### config.mk
export PLATFORM = sky130hd
export DESIGN_NAME = lru_order_tracker_flat
export DESIGN_NICKNAME = d
export VERILOG_FILES = /design/src/hdl/lot_pkg.sv /design/src/hdl/lot_if.sv /design/src/hdl/lru_order_tracker.sv /design/src/hdl/lot_cell.sv /design/src/flat_wrapper.sv
export SDC_FILE = /design/constraint.sdc
export NUM_CORES = 1
export LEC_CHECK = 0
export BUFFER_PORTS_ARGS = -buffer_cell sky130_fd_sc_hd__buf_2
export CORE_MARGIN = 3
export CORE_UTILIZATION = 51
export DETAILED_ROUTE_END_ITERATION = 16
export PLACE_DENSITY = 0.67
export SLEW_MARGIN = 20
export SYNTH_ARGS = -nofsm -noshare
export SYNTH_HDL_FRONTEND = slang
export SYNTH_HIERARCHICAL = 1
export SYNTH_SLANG_ARGS = --single-unit
export TNS_END_PERCENT = 5
### constraint.sdc
create_clock -name clock -period 13.55 [get_ports clock]
set_input_delay 0.6775 -clock clock [delete_from_list [all_inputs] [get_ports clock]]
set_output_delay 0.6775 -clock clock [all_outputs]
set_load 0.01 [all_outputs]
### src/hdl/lot_pkg.sv
// ----------------------------------------------------------------------------
// LRU order tracker package
// Field widths, operation and status codes, and the types shared by the
// tracker, its cells and its channels.
// ----------------------------------------------------------------------------
package lot_pkg;

   localparam int OPCODE_W   = 2;
   localparam int SLOT_W     = 6;
   localparam int STATUS_W   = 2;
   localparam int OCCUPANCY_W = 7;

   // operation codes
   localparam logic [OPCODE_W-1:0] OP_INSERT = 2'd0;
   localparam logic [OPCODE_W-1:0] OP_TOUCH  = 2'd1;
   localparam logic [OPCODE_W-1:0] OP_EVICT  = 2'd2;

   // status codes
   localparam logic [STATUS_W-1:0] STAT_DONE    = 2'd0;
   localparam logic [STATUS_W-1:0] STAT_EMPTY   = 2'd1;
   localparam logic [STATUS_W-1:0] STAT_ILLEGAL = 2'd2;

   // contents of one cell, handed to the next cell along the row
   typedef struct packed {
      logic              valid;
      logic [SLOT_W-1:0] slot;
   } cell_data_type;

   // per-cell control from the sequencer
   typedef struct packed {
      logic capture;   // sample hit and tail flags
      logic shift;     // take the left neighbour's contents
      logic clear;     // drop this cell from the list
   } cell_ctl_type;

endpackage

### src/hdl/lot_if.sv
// ----------------------------------------------------------------------------
// LRU order tracker channels
// Valid/ready channels for requests and responses.
// ----------------------------------------------------------------------------
interface lot_req_if;
   import lot_pkg::*;

   logic                valid;
   logic                ready;
   logic [OPCODE_W-1:0] opcode;
   logic [SLOT_W-1:0]   slot;

   modport source (output valid, output opcode, output slot, input ready);
   modport sink   (input valid, input opcode, input slot, output ready);
endinterface

interface lot_rsp_if;
   import lot_pkg::*;

   logic                   valid;
   logic                   ready;
   logic [STATUS_W-1:0]    status;
   logic [SLOT_W-1:0]      evicted_slot;
   logic [OCCUPANCY_W-1:0] occupancy;

   modport source (output valid, output status, output evicted_slot,
                   output occupancy, input ready);
   modport sink   (input valid, input status, input evicted_slot,
                   input occupancy, output ready);
endinterface

### src/hdl/lru_order_tracker.sv
// ----------------------------------------------------------------------------
// LRU order tracker
// Recency order of slots, kept in a row of cells from most to least recent.
// ----------------------------------------------------------------------------
// Each request (insert, touch or evict) passes first through the transfer,
// in which every cell compares its slot with the request and notes whether
// it is the last live cell, and then through the update, in which the row
// shifts or drops a cell and the response is loaded into the output
// register. The next request is taken as soon as the update is done, even
// while the response still waits, but not before; a stalled response
// channel holds the update until the waiting response has been transferred.
// The row holds ENTRIES cells, with the most recent slot in cell zero and
// the live cells packed at the front. Inserting a slot already present,
// touching an absent one, inserting or touching a slot at or beyond ENTRIES
// and an unknown opcode all answer with the illegal status and change
// nothing; evicting from an empty row answers with the empty status.
// Occupancy is the count after the request; the evicted slot is zero on
// every response but a successful evict. After reset the row is empty and
// requests are taken at once.
// ----------------------------------------------------------------------------
module lru_order_tracker
   import lot_pkg::*;
#(
   parameter int ENTRIES = 64
)
(
   input  logic      clock,
   input  logic      reset,
   lot_req_if.sink   req_chan,
   lot_rsp_if.source rsp_chan
);

   localparam int IDX_W = $clog2(ENTRIES);
   localparam int CNT_W = $clog2(ENTRIES + 1);

   // sequencer states
   localparam logic ST_IDLE = 1'b0;
   localparam logic ST_LOOK = 1'b1;

   logic                state_ff, state_in;
   logic [OPCODE_W-1:0] op_ff, op_in;
   logic [SLOT_W-1:0]   slot_ff, slot_in;
   logic                slot_ok_ff, slot_ok_in;
   logic [CNT_W-1:0]    count_ff, count_in;

   logic                   rsp_valid_ff, rsp_valid_in;
   logic [STATUS_W-1:0]    status_ff, status_in;
   logic [SLOT_W-1:0]      evicted_ff, evicted_in;
   logic [OCCUPANCY_W-1:0] occ_ff, occ_in;

   cell_data_type     cell_data [ENTRIES];
   cell_ctl_type      cell_ctl  [ENTRIES];
   logic [ENTRIES-1:0] hit_vec;
   logic [ENTRIES-1:0] tail_vec;

   logic              req_xfer;
   logic              out_free;
   logic              update;
   logic              any_hit;
   logic [IDX_W-1:0]  hit_pos;
   logic [SLOT_W-1:0] tail_slot;
   logic              do_insert;
   logic              do_touch;
   logic              do_evict;
   cell_data_type     new_head;

   assign req_chan.ready = (state_ff == ST_IDLE);
   assign req_xfer       = req_chan.valid && req_chan.ready;
   assign out_free       = !rsp_valid_ff || rsp_chan.ready;
   assign update         = (state_ff == ST_LOOK) && out_free;

   // the row of cells; cell zero is the most recent
   assign new_head.valid = 1'b1;
   assign new_head.slot  = slot_ff;

   for (genvar i = 0; i < ENTRIES; i++) begin : g_cell
      cell_data_type left_data;
      logic          right_valid;

      if (i == 0) begin : g_first
         assign left_data = new_head;
      end else begin : g_inner
         assign left_data = cell_data[i-1];
      end

      if (i == ENTRIES - 1) begin : g_last
         assign right_valid = 1'b0;
      end else begin : g_mid
         assign right_valid = cell_data[i+1].valid;
      end

      // shift every cell on insert; on touch shift up to the matching cell,
      // which refills cell zero with the touched slot
      assign cell_ctl[i].capture = req_xfer;
      assign cell_ctl[i].shift   = update &&
                                   (do_insert || (do_touch && (IDX_W'(i) <= hit_pos)));
      assign cell_ctl[i].clear   = update && do_evict && tail_vec[i];

      lot_cell u_cell (
         .clock       (clock),
         .reset       (reset),
         .ctl         (cell_ctl[i]),
         .req_slot    (req_chan.slot),
         .left_data   (left_data),
         .right_valid (right_valid),
         .data        (cell_data[i]),
         .hit         (hit_vec[i]),
         .tail        (tail_vec[i])
      );
   end

   // gather the flagged cells: position of the match and slot of the tail
   always_comb begin
      hit_pos   = '0;
      tail_slot = '0;
      for (int i = 0; i < ENTRIES; i++) begin
         hit_pos   = hit_pos   | (hit_vec[i]  ? IDX_W'(i) : '0);
         tail_slot = tail_slot | (tail_vec[i] ? cell_data[i].slot : '0);
      end
   end

   assign any_hit   = |hit_vec;
   assign do_insert = (op_ff == OP_INSERT) && slot_ok_ff && !any_hit;
   assign do_touch  = (op_ff == OP_TOUCH)  && slot_ok_ff && any_hit;
   assign do_evict  = (op_ff == OP_EVICT)  && (count_ff != '0);

   always_comb begin
      state_in     = state_ff;
      op_in        = op_ff;
      slot_in      = slot_ff;
      slot_ok_in   = slot_ok_ff;
      count_in     = count_ff;
      rsp_valid_in = rsp_valid_ff && !rsp_chan.ready;
      status_in    = status_ff;
      evicted_in   = evicted_ff;
      occ_in       = occ_ff;

      unique case (state_ff)
         ST_IDLE: begin
            if (req_xfer) begin
               op_in      = req_chan.opcode;
               slot_in    = req_chan.slot;
               slot_ok_in = (32'(req_chan.slot) < ENTRIES);
               state_in   = ST_LOOK;
            end
         end
         ST_LOOK: begin
            if (out_free) begin
               // update the count on insert and evict and load the response
               evicted_in = '0;
               if (do_insert) begin
                  count_in  = count_ff + CNT_W'(1);
                  status_in = STAT_DONE;
               end else if (do_touch) begin
                  status_in = STAT_DONE;
               end else if (do_evict) begin
                  count_in   = count_ff - CNT_W'(1);
                  status_in  = STAT_DONE;
                  evicted_in = tail_slot;
               end else if (op_ff == OP_EVICT) begin
                  status_in = STAT_EMPTY;
               end else begin
                  status_in = STAT_ILLEGAL;
               end
               occ_in       = OCCUPANCY_W'(count_in);
               rsp_valid_in = 1'b1;
               state_in     = ST_IDLE;
            end
         end
         default: begin
            state_in = ST_IDLE;
         end
      endcase
   end

   always_ff @(posedge clock) begin
      if (reset) begin
         state_ff     <= ST_IDLE;
         count_ff     <= '0;
         rsp_valid_ff <= 1'b0;
      end else begin
         state_ff     <= state_in;
         count_ff     <= count_in;
         rsp_valid_ff <= rsp_valid_in;
      end
   end

   // request and response payload
   always_ff @(posedge clock) begin
      op_ff      <= op_in;
      slot_ff    <= slot_in;
      slot_ok_ff <= slot_ok_in;
      status_ff  <= status_in;
      evicted_ff <= evicted_in;
      occ_ff     <= occ_in;
   end

   assign rsp_chan.valid        = rsp_valid_ff;
   assign rsp_chan.status       = status_ff;
   assign rsp_chan.evicted_slot = evicted_ff;
   assign rsp_chan.occupancy    = occ_ff;

endmodule

### src/hdl/lot_cell.sv
// ----------------------------------------------------------------------------
// LRU order tracker cell
// One position of the recency row: holds a slot index and a valid flag,
// flags a match against the request and whether it is the last live cell.
// ----------------------------------------------------------------------------
module lot_cell
   import lot_pkg::*;
(
   input  logic              clock,
   input  logic              reset,
   input  cell_ctl_type      ctl,
   input  logic [SLOT_W-1:0] req_slot,
   input  cell_data_type     left_data,
   input  logic              right_valid,
   output cell_data_type     data,
   output logic              hit,
   output logic              tail
);

   logic              valid_ff, valid_in;
   logic [SLOT_W-1:0] slot_ff, slot_in;
   logic              hit_ff, hit_in;
   logic              tail_ff, tail_in;

   always_comb begin
      valid_in = valid_ff;
      slot_in  = slot_ff;
      hit_in   = hit_ff;
      tail_in  = tail_ff;
      if (ctl.capture) begin
         hit_in  = valid_ff && (slot_ff == req_slot);
         tail_in = valid_ff && !right_valid;
      end
      if (ctl.shift) begin
         valid_in = left_data.valid;
         slot_in  = left_data.slot;
      end else if (ctl.clear) begin
         valid_in = 1'b0;
      end
   end

   always_ff @(posedge clock) begin
      if (reset) begin
         valid_ff <= 1'b0;
         hit_ff   <= 1'b0;
         tail_ff  <= 1'b0;
      end else begin
         valid_ff <= valid_in;
         hit_ff   <= hit_in;
         tail_ff  <= tail_in;
      end
   end

   // payload: no reset
   always_ff @(posedge clock) begin
      slot_ff <= slot_in;
   end

   assign data.valid = valid_ff;
   assign data.slot  = slot_ff;
   assign hit        = hit_ff;
   assign tail       = tail_ff;

endmodule

### src/flat_wrapper.sv
// flat-port wrapper written by rule: the top's interface ports become plain ports
module lru_order_tracker_flat import lot_pkg::*;
#(
   parameter int ENTRIES = 64
)
  (clock, reset, req_chan_valid, req_chan_opcode, req_chan_slot, req_chan_ready, rsp_chan_valid, rsp_chan_status, rsp_chan_evicted_slot, rsp_chan_occupancy, rsp_chan_ready);
  lot_req_if req_chan_i ();
  lot_rsp_if rsp_chan_i ();
  input  logic clock;
  input  logic reset;
  input wire logic [$bits(req_chan_i.valid)-1:0] req_chan_valid;
  input wire logic [$bits(req_chan_i.opcode)-1:0] req_chan_opcode;
  input wire logic [$bits(req_chan_i.slot)-1:0] req_chan_slot;
  output wire logic [$bits(req_chan_i.ready)-1:0] req_chan_ready;
  output wire logic [$bits(rsp_chan_i.valid)-1:0] rsp_chan_valid;
  output wire logic [$bits(rsp_chan_i.status)-1:0] rsp_chan_status;
  output wire logic [$bits(rsp_chan_i.evicted_slot)-1:0] rsp_chan_evicted_slot;
  output wire logic [$bits(rsp_chan_i.occupancy)-1:0] rsp_chan_occupancy;
  input wire logic [$bits(rsp_chan_i.ready)-1:0] rsp_chan_ready;
  assign req_chan_i.valid = req_chan_valid;
  assign req_chan_i.opcode = req_chan_opcode;
  assign req_chan_i.slot = req_chan_slot;
  assign req_chan_ready = req_chan_i.ready;
  assign rsp_chan_valid = rsp_chan_i.valid;
  assign rsp_chan_status = rsp_chan_i.status;
  assign rsp_chan_evicted_slot = rsp_chan_i.evicted_slot;
  assign rsp_chan_occupancy = rsp_chan_i.occupancy;
  assign rsp_chan_i.ready = rsp_chan_ready;
  lru_order_tracker #(.ENTRIES(ENTRIES)) u_core (.clock(clock), .reset(reset), .req_chan(req_chan_i), .rsp_chan(rsp_chan_i));
endmodule
==> summary.txt <==
Die
  – Die Width: 243 um
  – Core region area: 55200 um^2
  – Die Area: 58800 um^2
  – Starting density of the core: 51.7%
  – Die height: 243 um
  – Num rows: 86
  – Num ports: 29

Detailed routing
  – DR pass1 iterations: 6
  – Drt drc: 0
  – DR WL/cell: 42.9 um
  – 1st-iter DRT viols: 4226
  – Vias/cell: 7.34
  – ANT nets after route: 0
  – Routed WL: 140000 um
  – Total number of vias: 23.9k

Finish
  – Area Growth Syn to Fin: 10.7%
  – Layout cells sized above 1: 11.2%
  – Nets: 2458
  – Fin area: 31600 um^2

Yosys
  – Primary FF master, synth: edfxtp_1
  – Synth Cell Area: 28500 um^2
  – Post-Synthesis Cells: 2402
  – Post-synth cell types: 61
  – Avg Inst Size Synth: 11.9 um^2
  – Synth Warn #: 6
  – Synth area leader: edfxtp_1
  – Fraction of registers with async set/reset: 0%
  – Syn_nets: 2417
  – Synth top area cells: edfxtp_1 43%, dfxtp_1 14%, xnor2_1 8.0%, xor2_1 4.0%, a221oi_1 2.9%
  – Sequential fraction of the synthesis area: 56.9%
  – Post-synth EDFFs: 407
  – Yosys top cell area share: 42.8%
  – Yosys reg bits: 608

GRT
  – Initial antenna violation count: 9
  – Overall routing resource usage: 46.5%
  – Pin count of the biggest net entering global routing: 106
  – First-pass GRT wire length: 187000 um
  – GRT overflow: 0
  – Vias in the first global route: 22.2k

Setup path
  – Slowest Stage Delay on Critical Path: 0.82 ns
  – Delay-heaviest family, CP: simple AND/OR/NAND/NOR gates
  – Crit path cell chain: nor4_1 > nand4_2 > nor4_4 > and2_1 > a22oi_1 > o21ai_1 > nor3b_1 > a21oi_1 > nor2_1
  – Critical Path Start Type: flop
  – Reg2Reg Setup Slack: 8.77 ns
  – Worst setup EP type: flop
  – Data arrival time of the worst path: 5.27 ns
  – CP max-delay cell: and2_1
  – Bufs and invs on worst path: 0
  – RR Startpoint: u_core/g_cell[1].u_cell/hit
  – Crit Path Class: reg2reg
  – Largest fanout on the critical path: 15
  – Crit path launch: u_core/g_cell[1].u_cell/hit
  – Worst Path Required: 14.04 ns

Clock network
  – Hold-fix buffers at CTS: 0
  – Maximum clock path buffer count: 3
  – Root Buffer: clkbuf_16
  – H-tree depth: 3
  – Setup Buffers After CTS: 0
  – Total clock buffers created by CTS: 67
  – Cts repair resizes: 0
  – Clock sink total: 608
  – Clock latency on the worst-skew pair: 0.63 ns
  – Clock slew at reported path FFs: 0.06 ns
  – CTS tree: built

Pwr
  – PwrDens: 129 nW/um^2
  – Maximum vdd drop: 0.112 mV
  – Leak: 9.99 nW

STA
  – Final Critical Period: 4.78 ns
  – Hold slack: 0.244 ns
  – RSZ-0062 raised after global routing: false
  – Setup Skew: 0.0296 ns
  – Fin crit share: 35.3%
  – Worst slew slack as a fraction of its limit: 14.8%
  – Peak Freq: 209 MHz
  – Max-slew violations: 0
  – Worst-margin pin slew: 1.28 ns
  – Final Setup Violations: 0
  – Worst Slack Setup Final: 8.77 ns
  – Final hold viol count: 0
  – Setup TNS: 0 ns

Min path
  – Worst hold path type: in2reg
  – HP Start: req_chan_opcode[0]

Job
  – Maxcap violations: 0

Place
  – RePlAce Congestion: 1.15
  – Post-DP HPWL: 105000 um
  – PortBufs: 28
  – Worst slack at placement: 8.97 ns
  – Placed Area: 29400 um^2

Run status
  – Outcome: completed
## cell usage in the layout (no fill, tap or decap), types with 66 or more instances in the layout
master / synthesis / final
edfxtp_1: 407 / 407
xnor2_1: 262 / 262
dfxtp_1: 201 / 201
xor2_1: 129 / 129
nor2_1: 116 / 114
nand4_1: 99 / 99
a21oi_1: 99 / 98
a22o_1: 96 / 96
a221oi_1: 96 / 96
nand2_1: 86 / 86
inv_1: 73 / 72
o22ai_1: 72 / 72
o21ai_1: 71 / 71
clkbuf_16: 0 / 70
and3_1: 67 / 67
nor2b_1: 67 / 66
## through the flow
step                instances  utilization, %  total power (W)
floorplan                2402               -          0.00214
global placement         3120            53.2          0.00225
detailed placement       3121            53.2          0.00225
CTS                      3244            57.1          0.00405
global route             3245            57.2          0.00414
finish                   3252            57.2          0.00406
## Yosys cell counts (3+ instances only)
| master | number |
|---|---|
| a211oi_1 | 5 |
| a21o_1 | 3 |
| a21oi_1 | 99 |
| a221oi_1 | 96 |
| a22o_1 | 96 |
| a311oi_1 | 3 |
| a31oi_1 | 6 |
| and3_1 | 67 |
| buf_2 | 9 |
| buf_4 | 66 |
| clkbuf_1 | 29 |
| dfxtp_1 | 201 |
| edfxtp_1 | 407 |
| ha_1 | 3 |
| inv_1 | 73 |
| nand2_1 | 86 |
| nand2b_1 | 4 |
| nand3_1 | 17 |
| nand4_1 | 99 |
| nor2_1 | 116 |
| nor2b_1 | 67 |
| nor3_1 | 12 |
| nor3_2 | 5 |
| nor3b_1 | 64 |
| nor4_1 | 33 |
| nor4_2 | 7 |
| nor4_4 | 5 |
| o211ai_1 | 3 |
| o21ai_0 | 15 |
| o21ai_1 | 71 |
| o22ai_1 | 72 |
| or2_2 | 3 |
| or3_1 | 9 |
| or3b_2 | 65 |
| or4_1 | 65 |
| xnor2_1 | 262 |
| xor2_1 | 129 |
## power breakdown
| part | leakage [nW] | internal (W) | total, W | switching [W] |
|---|---|---|---|---|
| Clock | 1.06 | 0.00105 | 0.00184 | 0.000785 |
| Combinational | 3.92 | 0.0000584 | 0.000208 | 0.000150 |
| Sequential | 5.01 | 0.00198 | 0.00201 | 0.0000288 |
## final timing paths
kind,depth (start not counted),end
max,9,u_core/g_cell[53].u_cell/valid_ff
min,1,u_core/op_ff[0]
max reg2reg,9,u_core/g_cell[53].u_cell/valid_ff
min reg2reg,0,u_core/g_cell[0].u_cell/slot_ff[5]
## routing by layer
metal | up-vias | track usage, % | wire (um)
met5 | - | 0 | 20
met4 | 4 | 31.7 | 11800
met3 | 530 | 17.1 | 20900
met2 | 2253 | 66.2 | 57700
met1 | 11800 | 59.1 | 49300
li1 | 9225 | - | -
## cell families (layout without fill, tap and decap cells)
logic type / after synthesis / in the layout / synth area share (%)
compound gates: 482 / 482 / 11.6
xor+xnor: 391 / 391 / 12.0
fa+ha+maj: 3 / 3 / 0.132
buf+inv: 181 / 276 / 3.32
flops: 608 / 608 / 56.9
mux: 2 / 2 / 0.0745
other cells: 2 / 9 / 0.0263
simple gates: 733 / 733 / 15.9
## registers in the layout, summed over array words and instances (netlist names), 6 cells and up
name,cells
u_core/count_ff,7
u_core/g_cell.u_cell/hit,64
u_core/g_cell.u_cell/slot_ff,384
u_core/g_cell.u_cell/tail,64
u_core/g_cell.u_cell/valid_ff,64
u_core/rsp_chan.evicted_slot,6
u_core/rsp_chan.occupancy,7
u_core/slot_ff,6
## area by class of cell
type / count / area [um^2]
clock inverters: 21 / 185
flip-flops and latches: 608 / 16200
multi-input cells: 1613 / 11400
repair buffers: 78 / 534
diodes: 7 / 17.5
clock buffers: 102 / 1980
inverters: 75 / 282
well taps: 748 / 936
fillers: 4597 / 23600
## worst reg2reg max path, cell delays in order, from the launching register on
cell and delay [ns]:
dfxtp_1 0.42, nor4_1 0.80, nand4_2 0.44, nor4_4 0.53, and2_1 0.82, a22oi_1 0.60
o21ai_1 0.71, nor3b_1 0.12, a21oi_1 0.16, nor2_1 0.05
Note: power is estimated with default switching activity, not from simulation.
